===== src/hdl/pbmp_pkg.sv =====
// types, codes and a helper function shared by the method parser modules
package pbmp_pkg;

  typedef enum logic [1:0] {
    MODE_HEADER = 2'd0,
    MODE_INC    = 2'd1,
    MODE_FIXED  = 2'd2,
    MODE_ONCE   = 2'd3
  } mode_t;

  typedef enum logic [1:0] {
    KIND_NONE  = 2'd0,
    KIND_WRITE = 2'd1,
    KIND_BIND  = 2'd2
  } kind_t;

  typedef enum logic [2:0] {
    ST_OK          = 3'd0,
    ST_DROPPED     = 3'd1,
    ST_BAD_OPCODE  = 3'd2,
    ST_BAD_TERT    = 3'd3,
    ST_IMM_UNBOUND = 3'd4,
    ST_BAD_CLASS   = 3'd5,
    ST_HALTED      = 3'd6
  } status_t;

  localparam logic [2:0] OP_INC_LEGACY = 3'd0;
  localparam logic [2:0] OP_INC        = 3'd1;
  localparam logic [2:0] OP_FIXED      = 3'd3;
  localparam logic [2:0] OP_IMMEDIATE  = 3'd4;
  localparam logic [2:0] OP_ONCE       = 3'd5;

  localparam logic [31:0] CLASS_2D      = 32'h0000_902D;
  localparam logic [31:0] CLASS_INLINE  = 32'h0000_A140;
  localparam logic [31:0] CLASS_DMA     = 32'h0000_B0B5;
  localparam logic [31:0] CLASS_3D      = 32'h0000_B197;
  localparam logic [31:0] CLASS_COMPUTE = 32'h0000_B1C0;

  // bound code: 0 unbound, otherwise engine + 1
  localparam logic [2:0] CODE_UNBOUND = 3'd0;

  typedef struct packed {
    mode_t       mode;
    logic [12:0] remaining;
    logic [13:0] cur_method;
    logic [2:0]  cur_sub;
    logic        step_pending;
    logic        halted;
  } parse_state_t;

  typedef struct packed {
    kind_t       kind;
    logic [2:0]  engine;
    logic [2:0]  sub;
    logic [13:0] method;
    logic [31:0] value;
    status_t     status;
  } result_t;

  typedef struct packed {
    logic       we;
    logic [2:0] sub;
    logic [2:0] code;
  } bind_wr_t;

  function automatic logic [2:0] class_code(input logic [31:0] w);
    logic [2:0] code;
    code = CODE_UNBOUND;
    if (w == CLASS_2D)      code = 3'd1;
    if (w == CLASS_INLINE)  code = 3'd2;
    if (w == CLASS_DMA)     code = 3'd3;
    if (w == CLASS_3D)      code = 3'd4;
    if (w == CLASS_COMPUTE) code = 3'd5;
    return code;
  endfunction

endpackage


===== src/hdl/pbmp_bind_table.sv =====
// per-subchannel bound engine table with one read port and one write port
module pbmp_bind_table
  import pbmp_pkg::*;
#(
  parameter int SUBCHANNEL_COUNT = 8
) (
  input  logic       clk,
  input  logic       rst,
  input  logic [2:0] rd_sub,
  output logic [2:0] rd_code,
  input  bind_wr_t   wr
);

  logic [2:0] entry [8];

  // entries at or above the subchannel count are never written and stay unbound
  always_ff @(posedge clk) begin
    if (rst) begin
      for (int i = 0; i < 8; i++) begin
        entry[i] <= CODE_UNBOUND;
      end
    end else if (wr.we && (int'(wr.sub) < SUBCHANNEL_COUNT)) begin
      entry[wr.sub] <= wr.code;
    end
  end

  assign rd_code = entry[rd_sub];

endmodule


===== src/hdl/pbmp_step.sv =====
// header decode and data word handling for one item
module pbmp_step
  import pbmp_pkg::*;
#(
  parameter int SUBCHANNEL_COUNT = 8
) (
  input  logic [31:0]  word,
  input  parse_state_t st,
  output logic [2:0]   rd_sub,
  input  logic [2:0]   rd_code,
  output parse_state_t st_next,
  output result_t      res,
  output bind_wr_t     bind_wr
);

  logic [11:0] hdr_addr;
  logic [2:0]  hdr_sub;
  logic [12:0] hdr_count;
  logic [2:0]  hdr_op;
  logic [2:0]  cls;
  logic [12:0] run_count;
  mode_t       run_mode;
  logic        run_start;
  logic [12:0] rem_dec;

  assign hdr_addr  = word[11:0];
  assign hdr_sub   = word[15:13];
  assign hdr_count = word[28:16];
  assign hdr_op    = word[31:29];
  assign cls       = class_code(word);
  assign rem_dec   = st.remaining - 13'd1;
  assign rd_sub    = (st.mode == MODE_HEADER) ? hdr_sub : st.cur_sub;

  always_comb begin
    st_next   = st;
    res       = '{kind: KIND_NONE, engine: 3'd0, sub: 3'd0, method: 14'd0,
                  value: 32'd0, status: ST_OK};
    bind_wr   = '{we: 1'b0, sub: st.cur_sub, code: cls};
    run_start = 1'b0;
    run_mode  = MODE_INC;
    run_count = hdr_count;

    if (st.halted) begin
      res.status = ST_HALTED;
    end else if (st.mode != MODE_HEADER) begin
      res.sub    = st.cur_sub;
      res.method = st.cur_method;
      res.value  = word;
      if (rd_code != CODE_UNBOUND) begin
        res.kind   = KIND_WRITE;
        res.engine = rd_code - 3'd1;
      end else if (st.cur_method != 14'd0) begin
        res.status = ST_DROPPED;
      end else if (cls != CODE_UNBOUND && (int'(st.cur_sub) < SUBCHANNEL_COUNT)) begin
        res.kind   = KIND_BIND;
        res.engine = cls - 3'd1;
        bind_wr.we = 1'b1;
      end else begin
        res.status     = ST_BAD_CLASS;
        st_next.halted = 1'b1;
      end
      if (st.mode == MODE_INC) begin
        st_next.cur_method = st.cur_method + 14'd1;
      end else if (st.mode == MODE_ONCE && st.step_pending) begin
        st_next.cur_method   = st.cur_method + 14'd1;
        st_next.step_pending = 1'b0;
      end
      st_next.remaining = rem_dec;
      if (rem_dec == 13'd0) begin
        st_next.mode         = MODE_HEADER;
        st_next.step_pending = 1'b0;
      end
    end else begin
      unique case (hdr_op)
        OP_INC_LEGACY: begin
          if (hdr_count[1:0] != 2'd0) begin
            res.status     = ST_BAD_TERT;
            st_next.halted = 1'b1;
          end else begin
            run_start = 1'b1;
            run_mode  = MODE_INC;
            run_count = {2'd0, hdr_count[12:2]};
          end
        end
        OP_INC: begin
          run_start = 1'b1;
          run_mode  = MODE_INC;
        end
        OP_FIXED: begin
          run_start = 1'b1;
          run_mode  = MODE_FIXED;
        end
        OP_ONCE: begin
          run_start = 1'b1;
          run_mode  = MODE_ONCE;
        end
        OP_IMMEDIATE: begin
          res.sub    = hdr_sub;
          res.method = {2'd0, hdr_addr};
          res.value  = {19'd0, hdr_count};
          if (rd_code == CODE_UNBOUND) begin
            res.status     = ST_IMM_UNBOUND;
            st_next.halted = 1'b1;
          end else begin
            res.kind   = KIND_WRITE;
            res.engine = rd_code - 3'd1;
          end
        end
        default: begin
          res.status     = ST_BAD_OPCODE;
          st_next.halted = 1'b1;
        end
      endcase
      if (run_start) begin
        st_next.cur_method   = {2'd0, hdr_addr};
        st_next.cur_sub      = hdr_sub;
        st_next.remaining    = run_count;
        st_next.step_pending = (run_mode == MODE_ONCE);
        st_next.mode         = (run_count != 13'd0) ? run_mode : MODE_HEADER;
      end
    end
  end

endmodule


===== src/hdl/gpu_push_buffer_method_parser.sv =====
// top level of the push buffer method parser: input and result registers
// usage:
//   input channel: one 32-bit command list word per item on word, taken when
//   in_valid is high and in_stall is low; headers and data words share it
//   result channel: exactly one result item per input item, presented on
//   kind, engine, subchannel_out, method, value and status with out_valid,
//   taken when out_stall is low
//   path: an accepted item is captured in the input register, and its result
//   moves into the result register, where out_valid marks it, once that register
//   is free or its result is being taken
//   throughput: one item per cycle while out_stall is low; decode and the
//   bind table lookup sit in the single stage between the two registers
//   stall: while out_stall holds a result, one further item waits in the
//   input register; in_stall rises only when both registers are full
//   reset: rst clears the parse state, the halt flag and every subchannel
//   binding at once; the block takes items in the first cycle after reset
//   after a fatal condition every result reports halted until the next reset
module gpu_push_buffer_method_parser
  import pbmp_pkg::*;
#(
  parameter int SUBCHANNEL_COUNT = 8
) (
  input  logic        clk,
  input  logic        rst,
  input  logic        in_valid,
  output logic        in_stall,
  input  logic [31:0] word,
  output logic        out_valid,
  input  logic        out_stall,
  output logic [1:0]  kind,
  output logic [2:0]  engine,
  output logic [2:0]  subchannel_out,
  output logic [13:0] method,
  output logic [31:0] value,
  output logic [2:0]  status
);

  logic         s1_valid;
  logic [31:0]  s1_word;
  logic         s1_move;
  parse_state_t st;
  parse_state_t st_next;
  result_t      res;
  result_t      out_res;
  bind_wr_t     bind_wr;
  bind_wr_t     bind_wr_gated;
  logic [2:0]   rd_sub;
  logic [2:0]   rd_code;

  assign s1_move  = s1_valid && (!out_valid || !out_stall);
  assign in_stall = s1_valid && out_valid && out_stall;

  pbmp_step #(
    .SUBCHANNEL_COUNT (SUBCHANNEL_COUNT)
  ) u_step (
    .word    (s1_word),
    .st      (st),
    .rd_sub  (rd_sub),
    .rd_code (rd_code),
    .st_next (st_next),
    .res     (res),
    .bind_wr (bind_wr)
  );

  assign bind_wr_gated = '{we: bind_wr.we && s1_move, sub: bind_wr.sub, code: bind_wr.code};

  pbmp_bind_table #(
    .SUBCHANNEL_COUNT (SUBCHANNEL_COUNT)
  ) u_table (
    .clk     (clk),
    .rst     (rst),
    .rd_sub  (rd_sub),
    .rd_code (rd_code),
    .wr      (bind_wr_gated)
  );

  always_ff @(posedge clk) begin
    if (rst) begin
      s1_valid <= 1'b0;
    end else if (!in_stall) begin
      s1_valid <= in_valid;
    end
  end

  always_ff @(posedge clk) begin
    if (in_valid && !in_stall) begin
      s1_word <= word;
    end
  end

  always_ff @(posedge clk) begin
    if (rst) begin
      st <= '{mode: MODE_HEADER, remaining: 13'd0, cur_method: 14'd0, cur_sub: 3'd0,
              step_pending: 1'b0, halted: 1'b0};
    end else if (s1_move) begin
      st <= st_next;
    end
  end

  always_ff @(posedge clk) begin
    if (rst) begin
      out_valid <= 1'b0;
    end else if (s1_move) begin
      out_valid <= 1'b1;
    end else if (!out_stall) begin
      out_valid <= 1'b0;
    end
  end

  always_ff @(posedge clk) begin
    if (s1_move) begin
      out_res <= res;
    end
  end

  assign kind           = out_res.kind;
  assign engine         = out_res.engine;
  assign subchannel_out = out_res.sub;
  assign method         = out_res.method;
  assign value          = out_res.value;
  assign status         = out_res.status;

`ifndef SYNTHESIS
  a_halt_sticky: assert property (@(posedge clk) disable iff (rst)
    st.halted |=> st.halted)
    else $error("halt flag cleared without reset");

  a_run_count: assert property (@(posedge clk) disable iff (rst)
    (st.mode != MODE_HEADER) |-> (st.remaining != 13'd0))
    else $error("method run active with no words remaining");

  a_halted_quiet: assert property (@(posedge clk) disable iff (rst)
    (out_valid && out_res.status == ST_HALTED) |-> (out_res.kind == KIND_NONE))
    else $error("halted result issued a write or bind");

  a_bind_ok: assert property (@(posedge clk) disable iff (rst)
    (out_valid && out_res.kind == KIND_BIND) |->
      (out_res.status == ST_OK && out_res.method == 14'd0))
    else $error("bind result with bad status or method");

  a_stall_full: assert property (@(posedge clk) disable iff (rst)
    in_stall |-> (s1_valid && out_valid))
    else $error("input stalled while a register is free");
`endif

endmodule


===== config.mk =====
export PLATFORM = sky130hd
export DESIGN_NAME = gpu_push_buffer_method_parser
export DESIGN_NICKNAME = d
export VERILOG_FILES = /design/src/hdl/pbmp_pkg.sv /design/src/hdl/pbmp_bind_table.sv /design/src/hdl/pbmp_step.sv /design/src/hdl/gpu_push_buffer_method_parser.sv
export SDC_FILE = /design/constraint.sdc
export NUM_CORES = 1
export LEC_CHECK = 0
export ABC_AREA = 1
export BUFFER_PORTS_ARGS = -buffer_cell sky130_fd_sc_hd__buf_4
export CORE_ASPECT_RATIO = 1.5
export CORE_MARGIN = 3
export CORE_UTILIZATION = 40
export CTS_CLUSTER_SIZE = 10
export DETAILED_ROUTE_END_ITERATION = 6
export SLEW_MARGIN = 20
export SYNTH_ARGS = -nofsm -noshare
export SYNTH_HDL_FRONTEND = slang
export SYNTH_HIERARCHICAL = 1
export SYNTH_SLANG_ARGS = --single-unit
export TNS_END_PERCENT = 50

===== constraint.sdc =====
create_clock -name clk -period 3.73 [get_ports clk]
set_input_delay 0.1865 -clock clk [delete_from_list [all_inputs] [get_ports clk]]
set_output_delay 0.1865 -clock clk [all_outputs]
set_load 0.005 [all_outputs]

==> flow_summary.json, run 1 <==
{
  "outcome": "finished, final reports clean",
  "postCtsSetupRepairBufs": 0,
  "rsz0062_at_grt": "false",
  "core_area_sq_mm": 0.02106,
  "regArea_sq_mm": 0.004115,
  "fin_ws_ns": 0.3773,
  "min_path_type": "input port to register",
  "crit_arrival_ns": 3.49,
  "required_ns": 3.87,
  "drive_gt1_frac": 0.1799,
  "fmaxAchievable_mhz": 298.3,
  "pre_cts_ws_ns": 0.1517,
  "skew_ns": 0.009502,
  "syn_area_sq_mm": 0.008607,
  "cts-root-buf": "clkbuf_16",
  "drv_cap": 0,
  "vias": 7616,
  "clock_sinks": 149,
  "cp-start-kind": "register",
  "synthesis.nets": 1124,
  "ys_seq_elements": 149,
  "fillers": 2047,
  "clk_pin_slew_worst_paths_ns": 0.06,
  "synth_top_family_by_area": "simple AND/OR/NAND/NOR gates",
  "cts_tree": "done",
  "finish.instance_area_sq_mm": 0.01042,
  "grt_pass1_vias": 7469,
  "ant_nets": 0,
  "crit_path_max_incr_delay_ns": 0.36,
  "yosysSeqAreaShare": 0.4780,
  "io_buffers": 94,
  "area_delta_synth_final_pct": 21.08,
  "tns_ns": 0,
  "synth_ff_type": "edfxtp_1",
  "end_kind": "register",
  "hold_viol_final": 0,
  "antenna_cells": 0,
  "initial_utilization": 0.4086,
  "synth-simple-area-share": 0.2870,
  "fin_util": 0.4947,
  "powerDensity_mw_per_mm2": 443.2,
  "grt_usage": 0.2256,
  "maxSlewHeadroom": 0.3967,
  "placed_area_sq_mm": 0.009478,
  "hold_slack_ns": 0.1341,
  "yosys.area_share.adder": 0.008722,
  "dp_hpwl_um": 18720,
  "setup_violations": 0,
  "std_cell_rows": 65,
  "drcViolationCount": 0,
  "grt_max_degree": 70,
  "syn_inst": 1082,
  "synthXorXnorAreaFrac": 0.006106,
  "fp.dieW_um": 125.8,
  "overflow": 0,
  "antenna_found_initial": 0,
  "cts_buffers": 17,
  "slew_violations": 0,
  "die_area_sq_mm": 0.02335,
  "via_per_inst": 5.146,
  "worstPathCellList": "nor2_1 > clkinv_1 > buf_4 > nand2_1 > nand2_1 > inv_1 > nand2_1 > nand2_1 > inv_1 > ha_1 > inv_1 > nor2_1 > inv_1 > nor2_1 > nand2_1 > a21oi_1 > inv_1 > nor2_1 > nand2_4 > nor2_4 > nand2_1 > nand2_1",
  "crit_type": "register to register",
  "fin_nets": 1243,
  "slowest_stage": "buf_4",
  "routedWlPerCell_um": 17.59,
  "avgSynthCellArea_sq_um": 7.955,
  "multi_input_area_sq_mm": 0.003545,
  "peakVddDrop_mv": 0.2951,
  "first_pass_iters": 7,
  "drt_iter0_drc": 571,
  "muxShareOfSynthArea": 0,
  "cts.path.max_buffers": 2,
  "power.leakage_nw": 4.513,
  "final.period_utilization": 0.8989,
  "synth_edf_count": 113,
  "pin_count": 95,
  "clock_latency_ns": 0.44,
  "ys_types": 40,
  "ys_warn_count": 6,
  "h-tree-depth": 4,
  "tightest_slew_ns": 0.9049,
  "drt_wl_total_um": 26040,
  "grt_pass1_wl_um": 40450,
  "die_h_um": 185.7,
  "gp_congestion": 0.8782,
  "worst-path-max-fanout": 32,
  "synth_compound_area_frac": 0.1086,
  "synthArstFlopShare": 0,
  "cpMostUsedCell": "nand2_1",
  "period_minus_slack_ns": 3.353
}
## cell type report
cell class | instances | area share
inverter | 171 | 0.06183
clock buffer | 20 | 0.04190
multi-input combinational | 715 | 0.3401
timing repair buffer | 147 | 0.1141
tap | 268 | 0.03218
sequential | 149 | 0.3949
clock inverter | 10 | 0.01501
## state kept, by name (all words and copies together), names as in the netlist
register,count
u_table/entry,24
s1_valid,1
method,14
engine,3
out_valid,1
kind,2
s1_word,32
value,32
st,34
subchannel_out,3
status,3
## layer usage
layer | GRT usage | wire length [um]
met5 | 0 | 0
met4 | 0.09575 | 917
met3 | 0.03761 | 1150
met2 | 0.4276 | 14150
met1 | 0.2478 | 9826
## kinds of logic after synthesis
family | after synthesis
AOI/OAI and AO/OA | 167
DFF | 149
buffers and inverters | 218
xor gates and xnor gates | 6
and+or+nand+nor | 536
adders and majority gates | 6
## stage by stage
| stage | std cells | power (mW) |
|---|---|---|
| floorplan | 1082 | 2.563 |
| global placement | 1416 | 2.844 |
| detailed placement | 1416 | 2.849 |
| CTS | 1480 | 4.649 |
| global route | 1480 | 4.830 |
| finish | 1480 | 4.619 |
## cells in the final DEF (no fill, tap or decap), drive strengths merged
cell type	count
bufinv	4
inv	171
o21ai	70
o2111ai	1
a41oi	1
nor3	10
a31oi	5
buf	113
o32ai	2
nand2	244
xor2	6
nor3b	2
nand4	10
dfxtp	36
ha	6
o31ai	1
clkinv	6
o22ai	5
edfxtp	113
a21oi	67
nand3	104
clkbuf	20
a22oi	4
o221ai	3
dlygate4sd3	34
nor2	166
a211oi	3
a32oi	1
o211ai	4
## final timing paths
check | startpoint | end | slack [ns] | depth (start not counted)
worst max register to register | st[32]$_SDFFE_PP0P_ | u_table/entry[5][0]$_SDFFCE_PN0P_ | 0.38 | 22
worst min-delay path | in_valid | s1_word[15]$_DFFE_PP_ | 0.13 | 3
worst min register to register | st[8]$_SDFFE_PP0P_ | st[8]$_SDFFE_PP0P_ | 0.49 | 2
worst max-delay path | st[32]$_SDFFE_PP0P_ | u_table/entry[5][0]$_SDFFCE_PN0P_ | 0.38 | 22
## critical path, delay by kind of cell, from the launching register on
kind / cells / cell delay (ns)
AND/OR/NAND/NOR: 13 / 1.52
buffers and inverters: 7 / 0.82
flip-flops: 1 / 0.33
AO/OA/AOI/OAI: 1 / 0.21
adder cells (fa/ha/maj): 1 / 0.15
## cell usage after synthesis, drive strengths merged, types with 2 or more instances
cell | instances | area share
nand2 | 244 | 0.11
inv | 169 | 0.074
nor2 | 166 | 0.077
edfxtp | 113 | 0.39
nand3 | 104 | 0.083
o21ai | 70 | 0.042
a21oi | 67 | 0.041
buf | 36 | 0.031
dfxtp | 36 | 0.084
clkbuf | 11 | 0.0060
nand4 | 10 | 0.0073
nor3 | 10 | 0.0058
ha | 6 | 0.0087
xor2 | 6 | 0.0061
a31oi | 5 | 0.0036
o22ai | 5 | 0.0036
a22oi | 4 | 0.0035
o211ai | 4 | 0.0035
a211oi | 3 | 0.0026
o221ai | 3 | 0.0031
clkinv | 2 | 0.00087
nor3b | 2 | 0.0017
o32ai | 2 | 0.0020
## where the power goes
group | total (mW) | internal (mW) | leakage [nW] | switching (mW)
Sequential | 1.98 | 1.90 | 1.38 | 0.0786
Clock | 1.77 | 1.11 | 0.292 | 0.664
Combinational | 0.868 | 0.317 | 2.84 | 0.551
## repair_timing
item | CTS | global route
setup endpoints to repair | 0 | 48
endpoints found under the hold margin | 34 | 0
hold buffers | 34 | 0
gates resized for setup | 0 | 3
No activity file was read; power rests on OpenSTA's default activity.
==> inputs of run 2 (changes only) <==
- MAX_ROUTING_LAYER: not set -> met4
- clock period: 3.73 -> 3 ns (I/O delays scaled with it)
==> run 2 against run 1 <==
  * First-iteration DRC count rose by 5.3%
  * Sequential power up 24%
  * Final area is 4.1% higher
  * Highest routed layer unchanged
==> flow_summary.json, run 2 (synthesized netlist as in run 1, its figures left out) <==
{
  "p_seq_frac": 0.425,
  "hold-path-endpoint": "out_valid$_SDFFE_PP0P_",
  "p_comb_frac": 0.208,
  "regMostFlops": "st",
  "grt_usage": 0.2327,
  "antenna_found_initial": 0,
  "grt_pass1_wl_um": 40470,
  "cts_buffers": 17,
  "worstPathCellList": "nor2_4 > nand2_2 > nand2_4 > buf_12 > nand2_2 > nand3_2 > nand2_1 > nand2_1 > nand2_1 > inv_2 > ha_4 > inv_2 > nor2_4 > inv_2 > nor2_4 > nand2_2 > a21oi_2 > inv_2 > nor2_4 > nand2_4 > nor2_4 > nand2_2 > nand2_2",
  "internal-power_mw": 4.085,
  "io_buffers": 94,
  "fp.dieW_um": 125.8,
  "cts-root-buf": "clkbuf_16",
  "p_sw_frac": 0.2934,
  "final.period_utilization": 0.9894,
  "multi_input_area_sq_mm": 0.003709,
  "period_minus_slack_ns": 2.968,
  "tightest_slew_ns": 0.9082,
  "cts.path.max_buffers": 2,
  "hold_viol_final": 0,
  "die_area_sq_mm": 0.02335,
  "r2r_slack_ns": 0.03,
  "std_cell_rows": 65,
  "min_path_type": "input port to register",
  "peakVddDrop_mv": 0.3737,
  "clk_pin_slew_worst_paths_ns": 0.06,
  "setup_violations": 0,
  "clock_latency_ns": 0.44,
  "core_area_sq_mm": 0.02106,
  "routedWlPerCell_um": 17.61,
  "rsz0062_at_grt": "true",
  "gp_congestion": 0.8976,
  "grt_pass1_vias": 7369,
  "fin_util": 0.5152,
  "instances_no_fill": 1510,
  "pin_count": 95,
  "slew_violations": 0,
  "r2r-start": "st[32]$_SDFFE_PP0P_",
  "end_kind": "register",
  "placed_cells": 1437,
  "power.leakage_nw": 4.709,
  "vias": 7788,
  "skew_ns": 0.01555,
  "drt_iter0_drc": 601,
  "crit_type": "register to register",
  "cts_tree": "done",
  "drv_cap": 0,
  "critical_path.top_delay_family": "simple AND/OR/NAND/NOR gates",
  "worst-path-max-fanout": 6,
  "crit_path_max_incr_delay_ns": 0.33,
  "first_pass_iters": 5,
  "h-tree-depth": 4,
  "antenna_cells": 0,
  "maxSlewHeadroom": 0.3946,
  "fillers": 2018,
  "tns_ns": 0,
  "cp-start-kind": "register",
  "via_per_inst": 5.158,
  "holdCritStartpoint": "out_stall",
  "clock_sinks": 149,
  "initial_utilization": 0.4086,
  "layout_commonest_cell": "nand2_1",
  "fin_nets": 1271,
  "power_frac_clock": 0.367,
  "whs_path_depth": 4,
  "drcViolationCount": 0,
  "powerDensity_mw_per_mm2": 532.6,
  "slowest_stage": "dfxtp_2",
  "crit_arrival_ns": 3.12,
  "required_ns": 3.15,
  "outcome": "finished, final reports clean",
  "switchingPower_mw": 1.696,
  "fmaxAchievable_mhz": 336.9,
  "drive_gt1_frac": 0.2383,
  "grt_max_degree": 70,
  "dp_hpwl_um": 19030,
  "reg2reg_to": "u_table/entry[6][1]$_SDFFCE_PN0P_",
  "area_delta_synth_final_pct": 26.09,
  "crit_buf_inv": 5,
  "final_cell_mix": "nand2_1 (208), inv_1 (152), nor2_1 (151)",
  "regArea_sq_mm": 0.004118,
  "r2r_cells": 23,
  "ant_nets": 0,
  "overflow": 0,
  "largest_reg_flops": 34,
  "drt_wl_total_um": 26580,
  "die_h_um": 185.7
}
-- run 2: worst min-delay path, stage by stage --
cell	delay, ns
buf_4	0.10
nand2_4	0.05
nand2_1	0.25
a21oi_1	0.10
-- run 2: through the flow --
stage | power [mW] | setup slack [ns] | area (sq um) | hold slack (ns)
final | 5.781 | 0.03182 | 10850 | 0.2717
after global routing | 6.036 | -0.1185 | 10850 | 0.2766
after CTS | 5.755 | 0.00008638 | 10650 | 0.2608
after detailed placement | 3.595 | -0.06790 | 9707 | 0.3293
after global placement | 3.588 | 0.04068 | 9707 | 0.3284
after floorplan | 3.202 | 0.01370 | 8663 | 0.2191
-- run 2: cell type report --
cell class	count	area share
clock buffer	23	0.04588
timing repair buffer	174	0.1333
timing repair inverter	1	0.0005764
clock inverter	9	0.008185
multi-input combinational	715	0.3417
sequential	149	0.3794
inverter	171	0.06006
tap	268	0.03090
-- run 2: what timing repair did --
action	CTS	global route
gates resized for setup	4	45
endpoints found under the hold margin	34	0
setup endpoints to repair	30	48
cloned	0	2
setup buffers	0	5
pin swaps	1	22
hold buffers	34	0
-- run 2: worst max path at each step --
stage	start	endpoint	cells past startpoint
2_1_floorplan	st[33]$_SDFFE_PP0P_	u_table/entry[1][0]$_SDFFCE_PN0P_	25
3_3_place_gp	st[33]$_SDFFE_PP0P_	u_table/entry[7][2]$_SDFFCE_PN0P_	24
3_5_place_dp	st[33]$_SDFFE_PP0P_	u_table/entry[7][1]$_SDFFCE_PN0P_	24
4_1_cts	st[33]$_SDFFE_PP0P_	u_table/entry[4][0]$_SDFFCE_PN0P_	24
5_1_grt	st[32]$_SDFFE_PP0P_	u_table/entry[2][0]$_SDFFCE_PN0P_	23
6_report	st[32]$_SDFFE_PP0P_	u_table/entry[6][1]$_SDFFCE_PN0P_	23
-- run 2: power by group through the flow --
stage	logic [mW]	clock network [mW]	registers, mW
after floorplan	0.723	0	2.48
after global placement	1.09	0	2.50
after detailed placement	1.09	0	2.50
after CTS	1.13	2.16	2.46
after global routing	1.33	2.24	2.47
final	1.20	2.12	2.46
-- run 2: layer usage --
layer	part of all wire	GRT usage	vias up	wire length (um)
li1	-	-	3830	-
met5	0	-	-	0
met1	0.39	0.2564	3666	10300
met3	0.043	0.03589	55	1153
met4	0.036	0.1013	0	945
met2	0.53	0.4175	237	14190
